[src/rtl/rsc_pkg.sv]
// Shared types and constants for the radix string converter.
// Depends on nothing; every other file imports it.
`default_nettype none

package rsc_pkg;

   localparam int VALUE_W     = 64;  // accumulated value, wraps modulo 2^64
   localparam int CHAR_W      = 8;
   localparam int DIGIT_W     = 4;   // digit values 0..15
   localparam int BASE_W      = 5;   // base registers hold 0..31
   localparam int ALPHA_SLOTS = 16;
   localparam int DIV_BITS    = 4;   // quotient bits produced per divide cycle
   localparam int DIV_STEPS   = VALUE_W / DIV_BITS;
   localparam int STEP_W      = $clog2(DIV_STEPS);
   localparam int CSR_DATA_W  = 64;
   localparam int CSR_ADDR_W  = 6;
   localparam int REG_IDX_W   = 3;

   localparam logic [REG_IDX_W-1:0] REG_SRC_LO  = 3'd0;
   localparam logic [REG_IDX_W-1:0] REG_SRC_HI  = 3'd1;
   localparam logic [REG_IDX_W-1:0] REG_SRC_B   = 3'd2;
   localparam logic [REG_IDX_W-1:0] REG_TGT_LO  = 3'd3;
   localparam logic [REG_IDX_W-1:0] REG_TGT_HI  = 3'd4;
   localparam logic [REG_IDX_W-1:0] REG_TGT_B   = 3'd5;

   typedef enum logic [0:0] {
      ALU_MAC,
      ALU_DIV
   } alu_op_type;

   typedef enum logic [2:0] {
      ST_IDLE,
      ST_MAC,
      ST_DIV,
      ST_READ,
      ST_LOAD,
      ST_ERROR
   } state_type;

   // Alphabets and effective (clamped) bases as seen by the datapath
   typedef struct packed {
      logic [VALUE_W-1:0] src_lo;
      logic [VALUE_W-1:0] src_hi;
      logic [BASE_W-1:0]  src_base;
      logic [VALUE_W-1:0] tgt_lo;
      logic [VALUE_W-1:0] tgt_hi;
      logic [BASE_W-1:0]  tgt_base;
   } cfg_type;

   function automatic logic [CHAR_W-1:0] symbol_at(input logic [VALUE_W-1:0] lo,
                                                   input logic [VALUE_W-1:0] hi,
                                                   input logic [DIGIT_W-1:0] k);
      logic [VALUE_W-1:0] word;
      word = k[DIGIT_W-1] ? hi : lo;
      return word[k[DIGIT_W-2:0]*CHAR_W +: CHAR_W];
   endfunction

endpackage

`default_nettype wire

[src/rtl/rsc_req_if.sv]
// Input character channel: valid/ready handshake with character and last flag.
// Depends on rsc_pkg.
`default_nettype none

interface rsc_req_if import rsc_pkg::*; ();
   logic              valid;
   logic              ready;
   logic [CHAR_W-1:0] in_char;
   logic              in_last;

   modport source (output valid, in_char, in_last, input ready);
   modport sink   (input valid, in_char, in_last, output ready);
endinterface

`default_nettype wire

[src/rtl/rsc_rsp_if.sv]
// Result character channel: valid/ready handshake with character, last and error flag.
// Depends on rsc_pkg.
`default_nettype none

interface rsc_rsp_if import rsc_pkg::*; ();
   logic              valid;
   logic              ready;
   logic [CHAR_W-1:0] out_char;
   logic              out_last;
   logic              bad_symbol;

   modport source (output valid, out_char, out_last, bad_symbol, input ready);
   modport sink   (input valid, out_char, out_last, bad_symbol, output ready);
endinterface

`default_nettype wire

[src/rtl/rsc_csr.sv]
// APB-style configuration registers: alphabets and bases, with base clamping.
// Depends on rsc_pkg.
`default_nettype none

module rsc_csr import rsc_pkg::*; #(
   parameter int MAX_BASE = 16
) (
   input  wire logic                  clock,
   input  wire logic                  reset,
   input  wire logic                  csr_psel,
   input  wire logic                  csr_penable,
   input  wire logic                  csr_pwrite,
   input  wire logic [CSR_ADDR_W-1:0] csr_paddr,
   input  wire logic [CSR_DATA_W-1:0] csr_pwdata,
   output      logic [CSR_DATA_W-1:0] csr_prdata,
   output      logic                  csr_pready,
   output      cfg_type               cfg
);

   localparam int BASE_CAP = (MAX_BASE < ALPHA_SLOTS) ? MAX_BASE : ALPHA_SLOTS;

   logic [VALUE_W-1:0] src_lo_ff, src_hi_ff, tgt_lo_ff, tgt_hi_ff;
   logic [BASE_W-1:0]  src_base_ff, tgt_base_ff;
   logic [REG_IDX_W-1:0] idx;
   logic               wr_en;

   function automatic logic [BASE_W-1:0] eff_base(input logic [BASE_W-1:0] raw);
      logic [BASE_W-1:0] b;
      b = raw;
      if (b < BASE_W'(2)) b = BASE_W'(2);
      if (b > BASE_W'(BASE_CAP)) b = BASE_W'(BASE_CAP);
      return b;
   endfunction

   assign csr_pready = 1'b1;
   assign idx   = csr_paddr[CSR_ADDR_W-1:3];
   assign wr_en = csr_psel & csr_penable & csr_pwrite & csr_pready;

   always_ff @(posedge clock) begin
      if (reset) begin
         src_lo_ff   <= '0;
         src_hi_ff   <= '0;
         src_base_ff <= BASE_W'(2);
         tgt_lo_ff   <= '0;
         tgt_hi_ff   <= '0;
         tgt_base_ff <= BASE_W'(2);
      end else if (wr_en) begin
         case (idx)
            REG_SRC_LO: src_lo_ff   <= csr_pwdata;
            REG_SRC_HI: src_hi_ff   <= csr_pwdata;
            REG_SRC_B:  src_base_ff <= csr_pwdata[BASE_W-1:0];
            REG_TGT_LO: tgt_lo_ff   <= csr_pwdata;
            REG_TGT_HI: tgt_hi_ff   <= csr_pwdata;
            REG_TGT_B:  tgt_base_ff <= csr_pwdata[BASE_W-1:0];
            default: ;
         endcase
      end
   end

   always_comb begin
      case (idx)
         REG_SRC_LO: csr_prdata = src_lo_ff;
         REG_SRC_HI: csr_prdata = src_hi_ff;
         REG_SRC_B:  csr_prdata = CSR_DATA_W'(src_base_ff);
         REG_TGT_LO: csr_prdata = tgt_lo_ff;
         REG_TGT_HI: csr_prdata = tgt_hi_ff;
         REG_TGT_B:  csr_prdata = CSR_DATA_W'(tgt_base_ff);
         default:    csr_prdata = '0;
      endcase
   end

   always_comb begin
      cfg.src_lo   = src_lo_ff;
      cfg.src_hi   = src_hi_ff;
      cfg.src_base = eff_base(src_base_ff);
      cfg.tgt_lo   = tgt_lo_ff;
      cfg.tgt_hi   = tgt_hi_ff;
      cfg.tgt_base = eff_base(tgt_base_ff);
   end

endmodule

`default_nettype wire

[src/rtl/rsc_alu.sv]
// Shared arithmetic unit: multiply-accumulate by the source base, or a
// four-bit restoring divide step by the target base. Depends on rsc_pkg.
`default_nettype none

module rsc_alu import rsc_pkg::*; (
   input  wire alu_op_type           op,
   input  wire logic [VALUE_W-1:0]   operand,
   input  wire logic [DIGIT_W-1:0]   rem_in,
   input  wire logic [BASE_W-1:0]    base,
   input  wire logic [DIGIT_W-1:0]   digit,
   output      logic [VALUE_W-1:0]   result,
   output      logic [DIGIT_W-1:0]   rem_out
);

   logic [VALUE_W-1:0] sh;
   logic [DIGIT_W:0]   part;
   logic [DIGIT_W-1:0] r;

   always_comb begin
      sh   = operand;
      r    = rem_in;
      part = '0;
      case (op)
         ALU_MAC: begin
            result  = operand * VALUE_W'(base) + VALUE_W'(digit);
            rem_out = rem_in;
         end
         ALU_DIV: begin
            // dividend bits leave at the top, quotient bits enter at the bottom
            for (int i = 0; i < DIV_BITS; i++) begin
               part = {r, sh[VALUE_W-1]};
               sh   = {sh[VALUE_W-2:0], 1'b0};
               if (part >= base) begin
                  part  = part - base;
                  sh[0] = 1'b1;
               end
               r = part[DIGIT_W-1:0];
            end
            result  = sh;
            rem_out = r;
         end
         default: begin
            result  = operand;
            rem_out = rem_in;
         end
      endcase
   end

endmodule

`default_nettype wire

[src/rtl/rsc_digit_ram.sv]
// Digit buffer: one write port, one registered read port.
// Depends on rsc_pkg.
`default_nettype none

module rsc_digit_ram import rsc_pkg::*; #(
   parameter int DEPTH  = 64,
   parameter int ADDR_W = $clog2(DEPTH)
) (
   input  wire logic               clock,
   input  wire logic               we,
   input  wire logic [ADDR_W-1:0]  waddr,
   input  wire logic [DIGIT_W-1:0] wdata,
   input  wire logic               re,
   input  wire logic [ADDR_W-1:0]  raddr,
   output      logic [DIGIT_W-1:0] rdata
);

   logic [DIGIT_W-1:0] mem [DEPTH];
   logic [DIGIT_W-1:0] rdata_ff;

   always_ff @(posedge clock) begin
      if (we) mem[waddr] <= wdata;
   end

   always_ff @(posedge clock) begin
      if (re) rdata_ff <= mem[raddr];
   end

   assign rdata = rdata_ff;

endmodule

`default_nettype wire

[src/rtl/radix_string_converter.sv]
// Radix string converter. Source characters arrive one per transaction, most
// significant first, and are mapped to digits by the configured source alphabet;
// the value builds up as value*source_base+digit modulo 2^64. A transaction with
// in_last set starts conversion: the value is divided by the target base in a
// shared restoring divider that yields 4 quotient bits per cycle, and the target
// digits then leave most significant first, each through a digit buffer read and
// then the output register. A character outside the alphabet makes the number
// yield one result with bad_symbol set. Configuration uses an APB-style port
// with 64-bit registers at 8-byte spacing. Depends on rsc_pkg, the channel
// interfaces, rsc_csr, rsc_alu and rsc_digit_ram.
`default_nettype none

module radix_string_converter import rsc_pkg::*; #(
   parameter int MAX_BASE   = 16,
   parameter int MAX_DIGITS = 64
) (
   input  wire logic                  clock,
   input  wire logic                  reset,
   rsc_req_if.sink                    req_chan,
   rsc_rsp_if.source                  rsp_chan,
   input  wire logic                  csr_psel,
   input  wire logic                  csr_penable,
   input  wire logic                  csr_pwrite,
   input  wire logic [CSR_ADDR_W-1:0] csr_paddr,
   input  wire logic [CSR_DATA_W-1:0] csr_pwdata,
   output      logic [CSR_DATA_W-1:0] csr_prdata,
   output      logic                  csr_pready
);

   localparam int ADDR_W = $clog2(MAX_DIGITS);
   localparam int CNT_W  = $clog2(MAX_DIGITS + 1);

   cfg_type cfg;

   state_type          state_ff, state_in;
   logic [VALUE_W-1:0] acc_ff, acc_in;
   logic               err_ff, err_in;
   logic               found_ff, found_in;
   logic [DIGIT_W-1:0] digit_ff, digit_in;
   logic               last_ff, last_in;
   logic [DIGIT_W-1:0] rem_ff, rem_in;
   logic [STEP_W-1:0]  step_ff, step_in;
   logic [CNT_W-1:0]   count_ff, count_in;
   logic               rsp_valid_ff, rsp_valid_in;
   logic [CHAR_W-1:0]  out_char_ff, out_char_in;
   logic               out_last_ff, out_last_in;
   logic               bad_ff, bad_in;

   alu_op_type         alu_op;
   logic [VALUE_W-1:0] alu_result;
   logic [DIGIT_W-1:0] alu_rem;
   logic               ram_we, ram_re;
   logic [DIGIT_W-1:0] ram_rdata;
   logic               lookup_found;
   logic [DIGIT_W-1:0] lookup_digit;
   logic               slot_free;
   logic               err_next;

   rsc_csr #(.MAX_BASE(MAX_BASE)) u_csr (
      .clock       (clock),
      .reset       (reset),
      .csr_psel    (csr_psel),
      .csr_penable (csr_penable),
      .csr_pwrite  (csr_pwrite),
      .csr_paddr   (csr_paddr),
      .csr_pwdata  (csr_pwdata),
      .csr_prdata  (csr_prdata),
      .csr_pready  (csr_pready),
      .cfg         (cfg)
   );

   rsc_alu u_alu (
      .op      (alu_op),
      .operand (acc_ff),
      .rem_in  (rem_ff),
      .base    ((alu_op == ALU_MAC) ? cfg.src_base : cfg.tgt_base),
      .digit   (digit_ff),
      .result  (alu_result),
      .rem_out (alu_rem)
   );

   rsc_digit_ram #(.DEPTH(MAX_DIGITS), .ADDR_W(ADDR_W)) u_ram (
      .clock (clock),
      .we    (ram_we),
      .waddr (count_ff[ADDR_W-1:0]),
      .wdata (alu_rem),
      .re    (ram_re),
      .raddr (count_ff[ADDR_W-1:0]),
      .rdata (ram_rdata)
   );

   // First match in the source alphabet, limited to the effective base
   always_comb begin
      lookup_found = 1'b0;
      lookup_digit = '0;
      for (int k = ALPHA_SLOTS - 1; k >= 0; k--) begin
         if (BASE_W'(k) < cfg.src_base &&
             symbol_at(cfg.src_lo, cfg.src_hi, DIGIT_W'(k)) == req_chan.in_char) begin
            lookup_found = 1'b1;
            lookup_digit = DIGIT_W'(k);
         end
      end
   end

   assign slot_free         = !rsp_valid_ff || rsp_chan.ready;
   assign req_chan.ready    = (state_ff == ST_IDLE);
   assign rsp_chan.valid    = rsp_valid_ff;
   assign rsp_chan.out_char = out_char_ff;
   assign rsp_chan.out_last = out_last_ff;
   assign rsp_chan.bad_symbol = bad_ff;

   always_ff @(posedge clock) begin
      if (reset) begin
         state_ff     <= ST_IDLE;
         acc_ff       <= '0;
         err_ff       <= 1'b0;
         count_ff     <= '0;
         rsp_valid_ff <= 1'b0;
      end else begin
         state_ff     <= state_in;
         acc_ff       <= acc_in;
         err_ff       <= err_in;
         count_ff     <= count_in;
         rsp_valid_ff <= rsp_valid_in;
      end
   end

   always_ff @(posedge clock) begin
      found_ff    <= found_in;
      digit_ff    <= digit_in;
      last_ff     <= last_in;
      rem_ff      <= rem_in;
      step_ff     <= step_in;
      out_char_ff <= out_char_in;
      out_last_ff <= out_last_in;
      bad_ff      <= bad_in;
   end

   always_comb begin
      state_in     = state_ff;
      acc_in       = acc_ff;
      err_in       = err_ff;
      found_in     = found_ff;
      digit_in     = digit_ff;
      last_in      = last_ff;
      rem_in       = rem_ff;
      step_in      = step_ff;
      count_in     = count_ff;
      rsp_valid_in = rsp_valid_ff && !rsp_chan.ready;
      out_char_in  = out_char_ff;
      out_last_in  = out_last_ff;
      bad_in       = bad_ff;
      alu_op       = ALU_MAC;
      ram_we       = 1'b0;
      ram_re       = 1'b0;
      err_next     = err_ff | !found_ff;

      case (state_ff)
         ST_IDLE: begin
            if (req_chan.valid) begin
               found_in = lookup_found;
               digit_in = lookup_digit;
               last_in  = req_chan.in_last;
               state_in = ST_MAC;
            end
         end
         ST_MAC: begin
            if (found_ff) acc_in = alu_result;
            err_in = err_next;
            if (last_ff) begin
               if (err_next) begin
                  acc_in   = '0;
                  state_in = ST_ERROR;
               end else begin
                  rem_in   = '0;
                  step_in  = '0;
                  count_in = '0;
                  state_in = ST_DIV;
               end
            end else begin
               state_in = ST_IDLE;
            end
         end
         ST_DIV: begin
            alu_op  = ALU_DIV;
            acc_in  = alu_result;
            rem_in  = alu_rem;
            step_in = step_ff + 1'b1;
            if (step_ff == STEP_W'(DIV_STEPS - 1)) begin
               // remainder is the next target digit, least significant first
               ram_we = 1'b1;
               rem_in = '0;
               if (alu_result != '0 && count_ff != CNT_W'(MAX_DIGITS - 1)) begin
                  count_in = count_ff + 1'b1;
               end else begin
                  acc_in   = '0;
                  state_in = ST_READ;
               end
            end
         end
         ST_READ: begin
            ram_re   = 1'b1;
            state_in = ST_LOAD;
         end
         ST_LOAD: begin
            if (slot_free) begin
               rsp_valid_in = 1'b1;
               out_char_in  = symbol_at(cfg.tgt_lo, cfg.tgt_hi, ram_rdata);
               out_last_in  = (count_ff == '0);
               bad_in       = 1'b0;
               if (count_ff == '0) begin
                  state_in = ST_IDLE;
               end else begin
                  count_in = count_ff - 1'b1;
                  state_in = ST_READ;
               end
            end
         end
         ST_ERROR: begin
            if (slot_free) begin
               rsp_valid_in = 1'b1;
               out_char_in  = '0;
               out_last_in  = 1'b1;
               bad_in       = 1'b1;
               err_in       = 1'b0;
               state_in     = ST_IDLE;
            end
         end
         default: state_in = ST_IDLE;
      endcase
   end

   a_bad_is_last: assert property (@(posedge clock) disable iff (reset)
      rsp_valid_ff && bad_ff |-> out_last_ff && out_char_ff == '0)
      else $error("error result not marked last or carries a character");

   a_count_bound: assert property (@(posedge clock) disable iff (reset)
      count_ff <= CNT_W'(MAX_DIGITS))
      else $error("digit count beyond buffer depth");

   a_rem_below_base: assert property (@(posedge clock) disable iff (reset)
      state_ff == ST_DIV |-> rem_ff < DIGIT_W'(0) + cfg.tgt_base)
      else $error("partial remainder not below target base");

   a_idle_after_number: assert property (@(posedge clock) disable iff (reset)
      state_ff == ST_LOAD && slot_free && count_ff == '0 |=> acc_ff == '0 && !err_ff)
      else $error("number state not cleared after conversion");

endmodule

`default_nettype wire
[src/flat_wrapper.sv]
// flat-port wrapper written by rule: the top's interface ports become plain ports
module radix_string_converter_flat import rsc_pkg::*;
#(
   parameter int MAX_BASE   = 16,
   parameter int MAX_DIGITS = 64
)
  (clock, reset, csr_psel, csr_penable, csr_pwrite, csr_paddr, csr_pwdata, csr_prdata, csr_pready, req_chan_valid, req_chan_in_char, req_chan_in_last, req_chan_ready, rsp_chan_valid, rsp_chan_out_char, rsp_chan_out_last, rsp_chan_bad_symbol, rsp_chan_ready);
  rsc_req_if req_chan_i ();
  rsc_rsp_if rsp_chan_i ();
  input  wire logic clock;
  input  wire logic reset;
  input  wire logic csr_psel;
  input  wire logic csr_penable;
  input  wire logic csr_pwrite;
  input  wire logic [CSR_ADDR_W-1:0] csr_paddr;
  input  wire logic [CSR_DATA_W-1:0] csr_pwdata;
  output      logic [CSR_DATA_W-1:0] csr_prdata;
  output      logic csr_pready;
  input wire logic [$bits(req_chan_i.valid)-1:0] req_chan_valid;
  input wire logic [$bits(req_chan_i.in_char)-1:0] req_chan_in_char;
  input wire logic [$bits(req_chan_i.in_last)-1:0] req_chan_in_last;
  output wire logic [$bits(req_chan_i.ready)-1:0] req_chan_ready;
  output wire logic [$bits(rsp_chan_i.valid)-1:0] rsp_chan_valid;
  output wire logic [$bits(rsp_chan_i.out_char)-1:0] rsp_chan_out_char;
  output wire logic [$bits(rsp_chan_i.out_last)-1:0] rsp_chan_out_last;
  output wire logic [$bits(rsp_chan_i.bad_symbol)-1:0] rsp_chan_bad_symbol;
  input wire logic [$bits(rsp_chan_i.ready)-1:0] rsp_chan_ready;
  assign req_chan_i.valid = req_chan_valid;
  assign req_chan_i.in_char = req_chan_in_char;
  assign req_chan_i.in_last = req_chan_in_last;
  assign req_chan_ready = req_chan_i.ready;
  assign rsp_chan_valid = rsp_chan_i.valid;
  assign rsp_chan_out_char = rsp_chan_i.out_char;
  assign rsp_chan_out_last = rsp_chan_i.out_last;
  assign rsp_chan_bad_symbol = rsp_chan_i.bad_symbol;
  assign rsp_chan_i.ready = rsp_chan_ready;
  radix_string_converter #(.MAX_BASE(MAX_BASE), .MAX_DIGITS(MAX_DIGITS)) u_core (.clock(clock), .reset(reset), .req_chan(req_chan_i), .rsp_chan(rsp_chan_i), .csr_psel(csr_psel), .csr_penable(csr_penable), .csr_pwrite(csr_pwrite), .csr_paddr(csr_paddr), .csr_pwdata(csr_pwdata), .csr_prdata(csr_prdata), .csr_pready(csr_pready));
endmodule
[config.mk]
export PLATFORM = sky130hd
export DESIGN_NAME = radix_string_converter_flat
export DESIGN_NICKNAME = d
export VERILOG_FILES = /design/src/rtl/rsc_pkg.sv /design/src/rtl/rsc_req_if.sv /design/src/rtl/rsc_rsp_if.sv /design/src/rtl/rsc_csr.sv /design/src/rtl/rsc_alu.sv /design/src/rtl/rsc_digit_ram.sv /design/src/rtl/radix_string_converter.sv /design/src/flat_wrapper.sv
export SDC_FILE = /design/constraint.sdc
export NUM_CORES = 2
export LEC_CHECK = 0
export ABC_AREA = 1
export ABC_CLOCK_PERIOD_IN_PS = 10200
export BUFFER_PORTS_ARGS = -buffer_cell sky130_fd_sc_hd__buf_4
export CAP_MARGIN = 25
export CORE_ASPECT_RATIO = 0.75
export CORE_MARGIN = 8
export CORE_UTILIZATION = 25
export DETAILED_ROUTE_END_ITERATION = 16
export REMOVE_ABC_BUFFERS = 1
export SETUP_SLACK_MARGIN = 0.3
export SYNTH_ARGS = -nofsm -noshare
export SYNTH_HDL_FRONTEND = slang
export SYNTH_SLANG_ARGS = --single-unit
[constraint.sdc]
create_clock -name clock -period 10.2 [get_ports clock]
set_clock_uncertainty 0.1 [all_clocks]
set_input_delay 1.02 -clock clock [delete_from_list [all_inputs] [get_ports clock]]
set_output_delay 1.02 -clock clock [all_outputs]
set_load 0.005 [all_outputs]
## Yosys cells after proc, flatten, opt, wreduce, memory -nomap -nowiden

Memory sizes are Yosys's and may differ from the RTL's. A register that Yosys moved wholly into a read port is not among the register bits.
Index checks and enable logic that the tools add are counted.

- Bits in registers: 366
- Memory bits (writable): 256
- Input port bits: 86
- Output and inout bits: 77
- Word-level logic and storage cells: 225
- Memories kept: 1

- Add/sub/neg operators: 8
- $mul: 1
- $lt $le $gt $ge: 24
- Equal/unequal tests: 37
- Shifts and indexed selects: 1
- Mux-type cells: 80
- Bitwise logic cells: 4
- Reduce and logical (&&, ||, !) cells: 47

Memories:

| memory | depth | bits a word | read ports | clocked after memory_dff | wr ports | line | source |
|---|---|---|---|---|---|---|---|
| u_core.u_ram.mem | 64 | 4 | 1 | 1 | 1 | rsc_digit_ram.sv:18 | `logic [DIGIT_W-1:0] mem [DEPTH];` |

Operator list:

| cell | count |
|---|---|
| $mux W64 | 6 |
| $pmux W64 S6 | 1 |
| $pmux W64 S2 | 2 |
| $eq A8 B8 Y1 | 16 |
| $mux W4 | 18 |
| $add A64 B4 Y64 | 1 |
| $mul A64 B5 Y64 | 1 |
| $reduce_bool A64 Y1 | 1 |
| $shiftx A64 B7 Y8 | 1 |
| $mux W7 | 6 |
| $lt A4 B5 Y1 const A | 8 |
| $mux W3 | 11 |
| $mux W5 | 5 |
| $pmux W4 S2 | 3 |
| $pmux W7 S3 | 1 |
| $ge A5 B5 Y1 | 4 |
| $lt A3 B5 Y1 const A | 4 |
| $logic_and A1 B1 Y1 | 18 |
| $pmux W3 S6 | 1 |
| $mux W1 | 17 |
| $mux W8 | 2 |
| $pmux W8 S2 | 1 |
| $reduce_and A2 Y1 | 8 |
| $sub A4 B4 Y4 | 4 |
| 32 further kinds | 62 |

## Logic depth before layout (Yosys ltp)

- Depth in word-level cells: 22
- Depth in mapped cells: 48
- Mapped depth without buffers: 46

## Modules after synthesis

From an unflattened synthesis, not the netlist that was laid out.

- Cell total of the unflattened synthesis: 6,825
- Area, all modules: 46,756.1 um2

By module, submodules not included:

| module | times used | cells each | area each (um2) |
|---|---|---|---|
| rsc_alu | 1 | 2,445 | 14,257.4 |
| rsc_csr | 1 | 2,167 | 13,077.5 |
| rsc_digit_ram | 1 | 948 | 10,921.7 |
| radix_string_converter | 1 | 1,265 | 8,499.4 |

## Worst setup path before layout

No wires, ideal clock.

- Path kind: register to register
- Start: reg u_core.state_ff[2]
- End: mem u_core.u_ram.mem[0][1] (data pin)
- Setup time: 0.702 ns
- Arrival: 6.989 ns
- Data required time: 9.398 ns
- Slack: 2.409 ns
- Cell stages (with the launch flop): 34
- Buffers on the path: 2
- Cell sequence: dfxtp_1 -> nor2_2 -> nand2_2 -> inv_2 -> buf_2 -> buf_1 -> o22ai_1 -> ha_1 -> nand2_1 -> inv_1 -> nand4_1 -> nand4_1 -> o21ai_0 -> ha_1 -> a21o_1 -> a31oi_1 -> nand3_1 -> inv_1 -> or2_2 -> o21ai_0 -> ha_1 -> nand2_1 -> inv_1 -> nand3_1 -> o2111ai_1 -> nor2_1 -> a21oi_1 -> ha_1 -> a21o_1 -> nand3_1 -> nand4_1 -> a21oi_1 -> o21ai_0 -> o21ai_0

- Longest elaborated chain between the ends: 15
- Elaborated cells on any way between the ends: 20
- Classes of those cells: 4 x add/sub; 4 x order compare; 1 x eq/ne; 10 x mux; 1 x bitwise

RTL lines:

| element | line | source |
|---|---|---|
| from (decl) | radix_string_converter.sv:35 | `state_type state_ff, state_in;` |
| from (signal assigned) | radix_string_converter.sv:120 | `state_ff <= state_in;` |
| $eq A3 B2 Y1 (*) | radix_string_converter.sv:158 | `case (state_ff)` |
| $mux W1 (*) | radix_string_converter.sv:158 |  |
| $mux W5 | radix_string_converter.sv:76 | `.base ((alu_op == ALU_MAC) ? cfg.src_base : cfg.tgt_base),` |
| $sub A4 B4 Y4 / $ge A5 B5 Y1 (equally long branches) | rsc_alu.sv:34, rsc_alu.sv:33 |  |
| $mux W4 | rsc_alu.sv:33 | `if (part >= base) begin` |
| $mux W4 | rsc_alu.sv:23 | `case (op)` |
| $sub A4 B4 Y4 / $ge A5 B5 Y1 (equally long branches) | rsc_alu.sv:34, rsc_alu.sv:33 |  |
| $mux W4 | rsc_alu.sv:33 |  |
| $mux W4 | rsc_alu.sv:23 |  |
| $ge A5 B5 Y1 / $sub A4 B4 Y4 (equally long branches) | rsc_alu.sv:33, rsc_alu.sv:34 |  |
| $mux W4 | rsc_alu.sv:33 |  |
| $mux W4 | rsc_alu.sv:23 |  |
| $sub A4 B4 Y4 / $ge A5 B5 Y1 (equally long branches) | rsc_alu.sv:34, rsc_alu.sv:33 |  |
| $mux W4 | rsc_alu.sv:33 |  |
| $pmux W4 S2 (*) | rsc_alu.sv:23 |  |
| named net u_core.alu_rem[1] | radix_string_converter.sv:51 | `logic [DIGIT_W-1:0] alu_rem;` |
| to (decl) | rsc_digit_ram.sv:18 |  |

The timed path passes the listed nets; every way through them passes the cells marked *. The select of a mux whose other input is x is not followed.

## Worst setup path in the final report

- Start: reg u_core.state_ff[2]
- End: reg u_core.acc_ff[54]

- Longest elaborated chain between the ends: 20
- Elaborated cells on any way between the ends: 34
- Classes of those cells: 4 x add/sub; 1 x mul; 4 x order compare; 2 x eq/ne; 19 x mux; 1 x bitwise; 3 x reduce/logical

RTL lines:

| element | line | source |
|---|---|---|
| branches (longest 20 deep; another with $mul A64 B5 Y64) | - |  |
| to (signal assigned) | radix_string_converter.sv:121 | `acc_ff <= acc_in;` |
| to (decl) | radix_string_converter.sv:36 | `logic [VALUE_W-1:0] acc_ff, acc_in;` |

Several ways; the timed one is not identified. The select of a mux whose other input is x is not followed.
A chain may end at the register's enable or synchronous reset.

==> flow_summary.rst <==
.. list-table::
   :header-rows: 1

   * - Metric
     - Value
   * - Status
     - finished, final reports clean
   * - Largest net degree at the start of global routing
     - 140
   * - Number of global-route vias before repair
     - 38480
   * - Via Count
     - 40990
   * - Design Power
     - 11.32 mW
   * - Total power divided by cell area
     - 229.1 mW/mm^2
   * - Starting DRT DRC Count
     - 4547
   * - Area share of the largest cell type after synthesis
     - 0.1960
   * - Setup TNS Final
     - 0 ns
   * - Clock Path Buffers
     - 3
   * - Post-synthesis instance area
     - 0.04351 mm^2
   * - Worst endpoint required time
     - 10.63 ns
   * - Setup crit start
     - u_core.state_ff[2]
   * - Slowest-stage cell, CP
     - o2111ai_1
   * - Pre-antenna DRT Iters
     - 6
   * - Maxcap violations
     - 0
   * - Origin of the critical flop-to-flop path
     - u_core.state_ff[2]
   * - Pins Over Slew Limit
     - 0
   * - WP data arrival
     - 9.34 ns
   * - Area of the core
     - 0.1728 mm^2
   * - Post-detailed-route wirelength per cell
     - 19.07 um
   * - #FFs+latches synth
     - 626
   * - Total non-filler cell area in the finished layout
     - 0.04942 mm^2
   * - Global-route wire length before repair
     - 239100 um
   * - Worst hold-check path type
     - reg -> reg
   * - Seq/Total Area, Yosys
     - 0.3533
   * - Reg clk slew, reported paths
     - 0.06 ns
   * - Row cnt
     - 132
   * - Post-Syn Instances
     - 5923
   * - Synth area leader
     - edfxtp_1
   * - Worst hold path startpoint
     - u_core.u_csr.tgt_lo_ff[21]
   * - Critical path fanouts, max
     - 62
   * - Number of sinks on the clock net
     - 626
   * - Wire length after detailed routing
     - 157700 um
   * - # hold bufs at CTS
     - 0
   * - Nets
     - 6355
   * - CP top delay family
     - simple AND/OR/NAND/NOR gates
   * - Peak VDD IR
     - 0.3192 mV
   * - Setup CP Type
     - reg -> reg
   * - Transition time at the pin with the least slew margin
     - 1.144 ns
   * - Area growth from synthesis to layout
     - 13.58%
   * - Post-synth cell types
     - 59
   * - Synthesis warning total
     - 0
   * - Portion of the clock cycle consumed by the worst path in the final layout
     - 0.8741
   * - Worst-Skew Late Latency
     - 0.69 ns
   * - Stage delay of the slowest cell on the critical path
     - 0.65 ns
   * - Routability-driven placement congestion ratio
     - 0.9507
   * - Antenna violations before repair
     - 9
   * - Tightest slew margin relative to the limit
     - 0.2306
   * - Category of the worst setup path launch point
     - register
   * - Library cell used as clock root buffer
     - clkbuf_16
   * - Achievable frequency
     - 112.2 MHz
   * - Proportion of synthesized flip-flops having asynchronous set or reset
     - 0
   * - Min Tclk post-route
     - 8.916 ns
   * - Final hold violations
     - 0
   * - TritonCTS clock tree
     - built
   * - Number of gates given a new drive strength after cts
     - 0
   * - Clock buffers created by TritonCTS
     - 71
   * - Antenna violation net count after detailed routing
     - 0
   * - Finish-stage setup viols
     - 0
   * - CTS H-tree lvls
     - 3
   * - Number of synthesized flops with an enable pin
     - 284
   * - Lkg Pwr
     - 21.32 nW
   * - Number of vias per cell after detailed routing
     - 4.956
   * - Number of placed I/O pins
     - 163
   * - Most used flip-flop cell after synthesis
     - dfxtp_1
   * - Top cells by area, synth
     - edfxtp_1 20%, dfxtp_1 16%, nand2_1 13%, fa_1 8.6%, inv_1 7.6%
   * - Final Core Density
     - 0.2861
   * - Post-CTS Setup Inserts
     - 0
   * - DPL Wire Length
     - 110800 um
   * - Effective utilization at floorplan
     - 0.2519
   * - Die H
     - 377.3 um
   * - Mean Syn Cell Area
     - 7.347 um^2
   * - Element type at the critical path end
     - register
   * - Unrepaired setup endpoints after global routing
     - false
   * - Port bufs
     - 158
   * - Chip width
     - 497.7 um
   * - Placement Cell Area
     - 0.04695 mm^2
   * - Overflow after GRT
     - 0
   * - Share of layout cells above drive strength 1
     - 0.06686
   * - Number of remaining DRC errors
     - 0
   * - Full die area
     - 0.1878 mm^2
   * - Bufs and invs on worst path
     - 4
   * - Overall fraction of global-route tracks in use
     - 0.1607
-- cells in the final DEF, fill, tap and decap left out, drive strengths merged, types with 42 or more instances in the layout --
cell and count:
nand2 1520, inv 896, nor2 667, o21ai 432, a21oi 346, dfxtp 342, edfxtp 284, buf 212
nand3 197, fa 187, ha 156, clkbuf 95, o2111ai 88, nand4 77, xor2 73, o22ai 46
a22oi 42
-- worst min-delay path: stages, from the launching register on --
cell	delay, ns
dfxtp_1	0.30
inv_1	0.06
a21oi_1	0.06
-- cell families after synthesis --
logic type,count (synthesis),synth area share
other,1,0.00008618
buffers and inverters,1180,0.1034
adder cells (fa/ha/maj),343,0.1309
XOR/XNOR,109,0.02194
AND/OR/NAND/NOR,2540,0.2357
flip-flops,626,0.3533
AO/OA/AOI/OAI,1124,0.1547
-- Yosys cell counts (all sizes together) (36+ instances only) --
library cell  count
xnor2            36
o2111ai          88
fa              187
clkbuf          250
nand2          1520
o21ai           432
nand3           197
a22oi            42
nor3             40
nand4            77
o22ai            46
edfxtp          284
xor2             73
a221oi           38
a21oi           346
ha              156
inv             887
dfxtp           342
nor2            667
-- power breakdown --
part	switching (mW)	internal [mW]
Sequential	0.225	3.25
Combinational	3.69	1.47
Clock	1.17	1.52
-- worst paths after layout --
check	cells past startpoint	slack, ns	end
min	2	0.37	u_core.u_csr.tgt_lo_ff[21]
max	42	1.28	u_core.acc_ff[54]
max reg2reg	42	1.28	u_core.acc_ff[54]
min reg2reg	2	0.37	u_core.u_csr.tgt_lo_ff[21]
-- sequential cells by signal, indices dropped and copies added (netlist names), 3 cells and up --
signal	cells
u_core.u_ram.mem	256
u_core.acc_ff	64
u_core.u_csr.src_hi_ff	64
u_core.u_csr.src_lo_ff	64
u_core.u_csr.tgt_hi_ff	64
u_core.u_csr.tgt_lo_ff	64
u_core.rsp_chan.out_char	8
u_core.count_ff	7
u_core.u_csr.src_base_ff	5
u_core.u_csr.tgt_base_ff	5
u_core.digit_ff	4
u_core.rem_ff	4
u_core.step_ff	4
u_core.u_ram.rdata	4
u_core.state_ff	3
-- layout make-up --
class                   count  area (um^2)
fillers                 18700       123300
multi-input cells        4117        23780
flip-flops and latches    626        15370
inverters                 897         3373
well taps                2278         2850
clock buffers              94         1913
repair buffers            213         1634
clock inverters            36        474.2
diodes                      9        22.52
-- stage by stage --
stage | cells | setup WS (ns) | hold slack, ns
3_3_place_gp | 8126 | 1.597 | 0.3532
4_1_cts | 8257 | 1.382 | 0.3678
2_1_floorplan | 5640 | -0.6313 | 0.3438
6_report | 8270 | 1.284 | 0.3687
3_5_place_dp | 8127 | 1.451 | 0.3592
5_1_grt | 8270 | 0.3923 | 0.3806
-- per-layer routing --
metal  global-route usage  wire length, um  up-vias
met5                    0                0        -
met4              0.04376             4010        0
met3              0.03539            15500      222
met2               0.2358            66290     1824
met1               0.2359            71900    19620
li1                     -                -    19320
No activity file was read; power rests on OpenSTA's default activity.
